File: src/hw/rtl/bbd_pkg.sv
// Shared types, constants and helpers for the Bayer demosaic core.
`timescale 1ns / 1ps
package bbd_pkg;
  localparam int PIX_W      = 14;
  localparam int RAW_W      = 16;
  localparam int OUT_W      = 16;
  localparam int DIM_W      = 13;
  localparam int CFG_IDX_W  = 2;
  localparam int DEF_MAX_WIDTH  = 4096;
  localparam int DEF_MAX_HEIGHT = 4096;
  localparam int QUEUE_DEPTH = 4;

  localparam logic [CFG_IDX_W-1:0] REG_BAYER_ORDER  = 2'd0;
  localparam logic [CFG_IDX_W-1:0] REG_IMAGE_WIDTH  = 2'd1;
  localparam logic [CFG_IDX_W-1:0] REG_IMAGE_HEIGHT = 2'd2;

  typedef enum logic [1:0] {
    COL_RED  = 2'd0,
    COL_GR   = 2'd1,
    COL_GB   = 2'd2,
    COL_BLUE = 2'd3
  } color_t;

  typedef logic [2:0][2:0][PIX_W-1:0] window_t;

  // one entry per input item that emits at least one pixel
  typedef struct packed {
    window_t win;
    logic    cl_mirror;
    logic    ru_mirror;
    logic    r0;
    logic    c0;
    logic    wm1_0;
    logic    eol;
    logic    last_row;
  } job_t;

  // color at a position: order code xor {row parity, column parity}
  function automatic color_t color_at(input logic [1:0] order, input logic [1:0] pos);
    return color_t'(order ^ pos);
  endfunction
endpackage

File: src/hw/rtl/bbd_queue.sv
// Short job queue between front end and back end.
`timescale 1ns / 1ps
module bbd_queue #(
  parameter int DEPTH = bbd_pkg::QUEUE_DEPTH
) (
  input  logic                       clk,
  input  logic                       rst,
  input  logic                       push,
  input  bbd_pkg::job_t              push_job,
  input  logic                       pop,
  output logic                       not_empty,
  output bbd_pkg::job_t              head,
  output logic [$clog2(DEPTH+1)-1:0] count
);
  localparam int AW = $clog2(DEPTH);

  bbd_pkg::job_t mem [DEPTH];
  logic [AW-1:0] wr_ptr, rd_ptr;

  assign not_empty = (count != '0);
  assign head      = mem[rd_ptr];

  always_ff @(posedge clk) begin
    if (push) begin
      mem[wr_ptr] <= push_job;
    end
  end

  always_ff @(posedge clk) begin
    if (rst) begin
      wr_ptr <= '0;
      rd_ptr <= '0;
      count  <= '0;
    end else begin
      if (push) begin
        wr_ptr <= (wr_ptr == AW'(DEPTH-1)) ? '0 : wr_ptr + AW'(1);
      end
      if (pop) begin
        rd_ptr <= (rd_ptr == AW'(DEPTH-1)) ? '0 : rd_ptr + AW'(1);
      end
      count <= count + $bits(count)'(push) - $bits(count)'(pop);
    end
  end
endmodule

File: config.mk
export PLATFORM = sky130hd
export DESIGN_NAME = bbd_queue
export DESIGN_NICKNAME = d
export VERILOG_FILES = /design/src/hw/rtl/bbd_pkg.sv /design/src/hw/rtl/bbd_queue.sv
export SDC_FILE = /design/constraint.sdc
export NUM_CORES = 1
export LEC_CHECK = 0
export ABC_AREA = 0
export BUFFER_PORTS_ARGS = -buffer_cell sky130_fd_sc_hd__buf_2
export CAP_MARGIN = 25
export CORE_MARGIN = 2
export CORE_UTILIZATION = 45
export CTS_CLUSTER_SIZE = 16
export DETAILED_ROUTE_END_ITERATION = 10
export GPL_ROUTABILITY_DRIVEN = 0
export PLACE_DENSITY = 0.77
export SYNTH_ARGS = -nofsm -noshare
export SYNTH_HDL_FRONTEND = slang
export SYNTH_SLANG_ARGS = --single-unit
File: constraint.sdc
create_clock -name clk -period 11.2 [get_ports clk]
set_clock_uncertainty 0.1 [all_clocks]
set_input_delay 2.24 -clock clk [delete_from_list [all_inputs] [get_ports clk]]
set_output_delay 2.24 -clock clk [all_outputs]
set_load 0.005 [all_outputs]
### After elaboration in Yosys (flattened, before gate mapping)

Memory sizes are Yosys's and may differ from the RTL's. A register that Yosys moved wholly into a read port is not among the register bits.
Cells that the tools add are included.

* add/sub/neg operators: 4
* order comparisons: 0
* bitwise logic cells: 0
* shifts and indexed selects: 0
* multiplexer cells: 6
* $mul: 0
* div/mod/pow operators: 0
* eq/ne operators: 2
* reductions and logical operators: 1

Operators by type and width (number)
* 2-bit two-way mux: 4
* 2-bit by 1-bit adder with 2-bit output, second input constant: 2
* 2-bit == test, second input constant: 2
* 3-bit by 1-bit adder with 3-bit output: 1
* 3-bit nonzero test: 1
* 3-bit by 1-bit subtractor with 3-bit output: 1
* 1-bit two-way mux: 2

* memory bits (writable): 532
* memories: 1
* output and inout bits: 137
* bits of input ports: 137
* bits in registers: 7
* latch bits: 0
* bits in read-only memories: 0

Memories
* mem: depth 4, bits a word 133, rd ports 1, clocked after memory_dff 1, write ports 1, line bbd_queue.sv:17 `bbd_pkg::job_t mem [DEPTH];`

### Longest topological paths before layout

Gate-level depths: netlist (run 1).

* depth after elaboration: 4
* gate-level depth with buffers: 8
* gate-level depth less buffers: 8

### Worst setup path after synthesis (run 1)

No wires, ideal clock.

* kind: input -> register
* from: in push
* to: mem mem[0][0] (netlist bit), enable pin
* stages: 1
* data required time: 10.592 ns
* path slack: 5.308 ns
* path buffers: 0
* arrival: 5.284 ns
* path through: and2_1

* cells in the longest elaborated chain, start to end: 2

Ends and longest elaborated chain
* from (decl): line bbd_queue.sv:8 `input logic push,`
* 1-bit two-way mux: line bbd_queue.sv:24 `if (push) begin`
* 1-bit two-way mux (implied by the code): line bbd_queue.sv:25 `mem[wr_ptr] <= push_job;`
* to (decl): line bbd_queue.sv:17

No other way between the ends.

==> flow_summary.json, run 1 <==
{
  "dp_hpwl_um": 21310,
  "cellPowerDensity_mw_per_mm2": 192.4,
  "power_frac_seq_pct": 51.6,
  "synth_top_area_share_pct": 81.46,
  "die_h_um": 212.8,
  "cp.arrival_ns": 2.79,
  "drcViolationCount": 0,
  "aggregate_global_route_resource_usage_pct": 16.23,
  "synthTopCellsByArea": "edfxtp_1 (81%), mux4_2 (15%), dfxtp_1 (0.92%)",
  "core_area_sq_mm": 0.04308,
  "pwr-share-clk_pct": 41.0,
  "irDropWorstVdd_mv": 0.1585,
  "power_switching_share_pct": 20.45,
  "setup_viol_count_final": 0,
  "clk_root_buffer_cell": "clkbuf_16",
  "synth_seq_area_share_pct": 82.38,
  "insertion_delay_to_the_later_sink_of_the_worst_skew_pair_ns": 0.58,
  "cp-endpoint": "head[78]",
  "slew_violations": 0,
  "design.die.area_sq_mm": 0.04527,
  "timing.max_cap.violations": 0,
  "worstReg2RegStart": "wr_ptr[0]",
  "worst_pin_slew_ns": 0.9986,
  "syn_to_final_growth_pct": 20.05,
  "min_period_ns": 5.135,
  "critical_path.startpoint_type": "flip-flop",
  "tritoncts.num_buffers": 54,
  "outcome": "finished clean",
  "combPwrFrac_pct": 7.4,
  "reg2reg_to": "mem[3][108]",
  "pin_count": 274,
  "pre_cts_slack_ns": 6.030,
  "placementRows": 76,
  "htree_num_levels": 2,
  "grt_pass1_wl_um": 54480,
  "rsz_0062_raised_after_global_routing": "false",
  "final_layout_size_suffix_gt1_share_pct": 46.80,
  "endpoint_kind": "output pin",
  "synth.lib_cells_used.distinct": 18,
  "cp.required_ns": 8.86,
  "hold_buf_count_cts": 0,
  "routed-via-count": 8770,
  "max-clock-path-buffers": 3,
  "ys_warn_count": 0,
  "ys_ff_latch": 541,
  "grt_remaining_overflow": 0,
  "report.final.hold_viol_count": 0,
  "timing.hold.worst.class": "flip-flop to flip-flop",
  "cts_setup_buffers": 0,
  "router_iterations_before_antenna_repair": 5,
  "final_util_pct": 54.65,
  "mappedNetlistNets": 881,
  "timing.reg2reg.worst_path_depth": 3,
  "clock.fmax_mhz": 194.8,
  "maxSlewHeadroom_pct": 33.43,
  "final_antenna_net_count": 0,
  "initial_standard_cell_utilization_of_the_core_pct": 45.53,
  "cp_max_fo": 45,
  "antenna_found_initial": 7,
  "syn_area_per_cell_sq_um": 26.65,
  "die_w_um": 212.8,
  "pin_count_of_the_biggest_net_entering_global_routing": 65,
  "drt_iter0_markers": 664,
  "synthCells": 736,
  "io_buffers": 273,
  "final.period_utilization_pct": 45.85,
  "setup_tns_ns": 0,
  "power.internal_uw": 3603,
  "tritoncts_clock_tree": "yes",
  "final_net_count": 1194,
  "clock-sinks": 541,
  "post_synth_instance_area_sq_mm": 0.01961,
  "post_cts.resized_instances": 0,
  "hold_path_startpoint": "wr_ptr[0]",
  "clkTransAtPathRegs_ns": 0.06,
  "criticalPathCategory": "flip-flop to output pin",
  "fin_ws_ns": 6.065,
  "cellLeakagePower_uw": 0.007895,
  "grt_pass1_vias": 9444,
  "drt-total-wl_um": 36440,
  "routed_via_density": 5.211,
  "slack_of_the_worst_reg_to_reg_path_ns": 8.99,
  "power.switching_uw": 926.5,
  "synth_largest_area_cell": "edfxtp_1",
  "detail_route.wl_per_cell_um": 21.65
}
## logic make-up after synthesis
family / after synthesis / share of synthesized area [%]
xor+xnor: 1 / 0.1148
mux: 135 / 15.38
simple gates: 14 / 0.4211
fa+ha+maj: 8 / 0.5487
compound gates: 2 / 0.05104
flops: 541 / 82.38
buf+inv: 35 / 1.110
## critical path: stages (launching register included)
cell and delay [ns]:
dfxtp_4 0.60, buf_16 0.29, buf_4 0.23, buf_16 0.32, mux4_2 0.56, buf_2 0.15
## flip-flops by register name (all words and copies together), names as in the netlist, named ones only
register,count
mem,532
wr_ptr,2
rd_ptr,2
count,3
## power by group through the flow
stage	clock network (uW)	registers [uW]	logic (uW)
2_1_floorplan	0	2380	188
3_3_place_gp	0	2380	327
3_5_place_dp	0	2390	333
4_1_cts	1900	2340	336
5_1_grt	1980	2340	369
6_report	1860	2340	335
## how the worst min path moves through the flow
stage | end | slack [ns] | depth (start not counted)
finish | wr_ptr[0] | 0.43 | 2
global route | wr_ptr[0] | 0.46 | 2
CTS | wr_ptr[0] | 0.43 | 2
detailed placement | wr_ptr[0] | 0.42 | 2
global placement | flip-flop | 0.38 | 2
floorplan | flip-flop | 0.37 | 2
## cell usage after synthesis
cell and count:
edfxtp_1 532, dfxtp_1 9, nand2b_1 2, ha_1 7
fa_1 1, and2_1 4, xnor3_1 1, clkbuf_1 6
inv_1 5, nor2b_1 1, or3_1 1, a21oi_1 2
nor2_1 4, buf_6 9, mux2i_1 2, buf_2 15
or3b_2 2, mux4_2 133
## through the flow
| stage | hold WS [ns] | cells | total power (uW) | cell area [sq um] |
|---|---|---|---|---|
| finish | 0.4282 | 1683 | 4530 | 23540 |
| global route | 0.4572 | 1679 | 4694 | 23530 |
| CTS | 0.4288 | 1677 | 4582 | 23480 |
| detailed placement | 0.4185 | 1576 | 2720 | 21620 |
| global placement | 0.3833 | 1576 | 2707 | 21620 |
| floorplan | 0.3685 | 736 | 2566 | 19610 |
## cell type report
class	count	area, sq um
Fill cell	3172	19530
Sequential cell	541	16160
Multi-Input combinational cell	160	3248
Timing Repair Buffer	287	1511
Clock buffer	66	1438
Tap cell	585	732.0
Clock inverter	35	421.7
Inverter	5	18.77
Antenna cell	4	10.01
## layer usage
layer	GRT usage [%]	vias up	part of all wire, %
met5	0	-	0.22
li1	-	3835	-
met4	5.474	12	2.1
met1	20.34	4520	39
met3	6.104	74	9.9
met2	26.21	329	48
## layout by cell type (no fill, tap or decap), drive strengths merged
master	count
nor2b	1
mux4	133
clkbuf	66
or3b	2
bufinv	9
a21oi	2
ha	7
diode	4
clkinv	18
clkinvlp	4
and2	4
nand2b	2
nor2	4
mux2i	2
xnor3	1
buf	287
edfxtp	532
or3	1
dfxtp	9
fa	1
inv	9
No activity file was read; power rests on OpenSTA's default activity.
==> run 2: changes to the inputs <==
==> constraint.sdc (replaced) <==
create_clock -name clk -period 4.8 [get_ports clk]
set_clock_uncertainty 0.1 [all_clocks]
set_input_delay 0.96 -clock clk [delete_from_list [all_inputs] [get_ports clk]]
set_output_delay 0.96 -clock clk [all_outputs]
set_load 0.005 [all_outputs]
==> run 2 against run 1 <==
Against the previous run:
- register-to-register slack worse by 6.5 ns
- utilization is 0.11 points higher
- combinational power is 130% higher
- die area stayed put
- first-iteration DRC count is 11% lower
- clock power is 130% higher
- worst setup slack worse by 4.9 ns
- sequential share of layout area is 0.14 points lower
- global-route usage is 0.23 points higher
- clock-buffer cell count is 1 higher
- non-clock buffer count is 4 higher
- cell count is 0.18% higher
- critical path type unchanged
- largest cell class unchanged
==> flow_summary.json, run 2 (same netlist as run 1, synthesis figures left out) <==
{
  "largest_register_ff_count": 532,
  "cellPowerDensity_mw_per_mm2": 443.2,
  "syn_to_final_growth_pct": 20.29,
  "critical_path.startpoint_type": "flip-flop",
  "cellLeakagePower_uw": 0.007901,
  "grt_pass1_wl_um": 55100,
  "cell_with_the_largest_stage_delay_on_the_worst_path": "dfxtp_4",
  "die_h_um": 212.8,
  "timing.hold.worst.class": "flip-flop to flip-flop",
  "max-clock-path-buffers": 3,
  "clock-sinks": 541,
  "top_regs": "mem x532, count x3",
  "router_iterations_before_antenna_repair": 5,
  "final_antenna_net_count": 0,
  "drt_iter0_markers": 588,
  "drt-total-wl_um": 36930,
  "tritoncts_clock_tree": "yes",
  "slew_violations": 0,
  "clkTransAtPathRegs_ns": 0.06,
  "design.die.area_sq_mm": 0.04527,
  "irDropWorstVdd_mv": 0.4357,
  "aggregate_global_route_resource_usage_pct": 16.46,
  "final.period_utilization_pct": 75.58,
  "final_layout_size_suffix_gt1_share_pct": 46.13,
  "core_area_sq_mm": 0.04308,
  "tritoncts.num_buffers": 54,
  "endpoint_kind": "output pin",
  "routed-via-count": 8803,
  "clk_root_buffer_cell": "clkbuf_16",
  "final_common_cell": "edfxtp_1",
  "timing.max_cap.violations": 0,
  "antenna_found_initial": 10,
  "criticalPathCategory": "flip-flop to output pin",
  "path_cells": "buf_12 -> mux4_2 -> buf_2",
  "routed_via_density": 5.221,
  "io_buffers": 273,
  "cp.required_ns": 3.74,
  "initial_standard_cell_utilization_of_the_core_pct": 45.53,
  "cp_max_fo": 35,
  "drcViolationCount": 0,
  "htree_num_levels": 2,
  "report.final.hold_viol_count": 0,
  "final_cell_mix": "edfxtp_1 (532), buf_2 (273), mux4_2 (133)",
  "largest_register": "mem",
  "slack_of_the_worst_reg_to_reg_path_ns": 2.51,
  "pin_count": 274,
  "min_period_ns": 3.628,
  "detail_route.wl_per_cell_um": 21.91,
  "outcome": "finished clean",
  "placementRows": 76,
  "cp.arrival_ns": 2.57,
  "critical-path-top-delay-family": "flip-flops",
  "pin_count_of_the_biggest_net_entering_global_routing": 130,
  "max_stage_delay_ns": 0.88,
  "clock.fmax_mhz": 275.6,
  "die_w_um": 212.8,
  "post_cts.resized_instances": 0,
  "maxSlewHeadroom_pct": 42.92,
  "worst_pin_slew_ns": 0.8562,
  "dp_hpwl_um": 21620,
  "final_net_count": 1198,
  "grt_remaining_overflow": 0,
  "rsz_0062_raised_after_global_routing": "false",
  "cp.buffers_inverters": 2,
  "cts_setup_buffers": 0,
  "setup_tns_ns": 0,
  "timing.hold.ws_ns": 0.4302,
  "insertion_delay_to_the_later_sink_of_the_worst_skew_pair_ns": 0.58,
  "setup_viol_count_final": 0,
  "grt_pass1_vias": 9437,
  "hold_buf_count_cts": 0
}
## run 2: layout make-up
| cell class | instances | area [sq um] |
|---|---|---|
| inverter | 5 | 18.77 |
| sequential | 541 | 16160 |
| clock buffer | 67 | 1421 |
| antenna | 4 | 10.01 |
| clock inverter | 33 | 371.6 |
| multi-input combinational | 160 | 3248 |
| timing repair buffer | 291 | 1627 |
| tap | 585 | 732.0 |
| fill | 3168 | 19480 |
## run 2: where the power goes
| part | switching (uW) | internal [uW] |
|---|---|---|
| Combinational | 385 | 401 |
| Sequential | 73.4 | 5400 |
| Clock | 1670 | 2530 |
| Total | 2130 | 8320 |
## run 2: worst paths after layout
check	startpoint	to	depth (start not counted)
max reg2reg	wr_ptr[0]	mem[2][106]	4
max	flip-flop	head[61]	3
min reg2reg	rd_ptr[0]	flip-flop	2
min	rd_ptr[0]	flip-flop	2
## run 2: layer usage
metal  part of all wire (%)  up-vias  wire [um]  track usage, %
met5                   0.32        -        119               0
met4                    1.6       18        577           4.316
met3                    9.0       62       3337           6.089
met2                     49      291      18050           26.66
met1                     40     4603      14850           21.14
li1                       -     3829          -               -
## run 2: worst reg2reg max path, cell delays in order (launching register included)
cell and delay (ns):
dfxtp_1 0.35, inv_1 0.11, ha_1 0.18, and2_4 0.68
buf_4 0.51
## run 2: per-stage QoR
stage                     total power [uW]  instances  utilization (%)  worst slack [ns]  cell area, sq um
after floorplan                       5988        736                -            0.1881             19610
after global placement                6345       1582            50.58             1.707             21790
after detailed placement              6371       1582            50.58             1.697             21790
after CTS                            10580       1682            54.74             1.046             23580
after global routing                 10820       1682            54.74            0.9733             23580
final                                10460       1686            54.77             1.172             23590
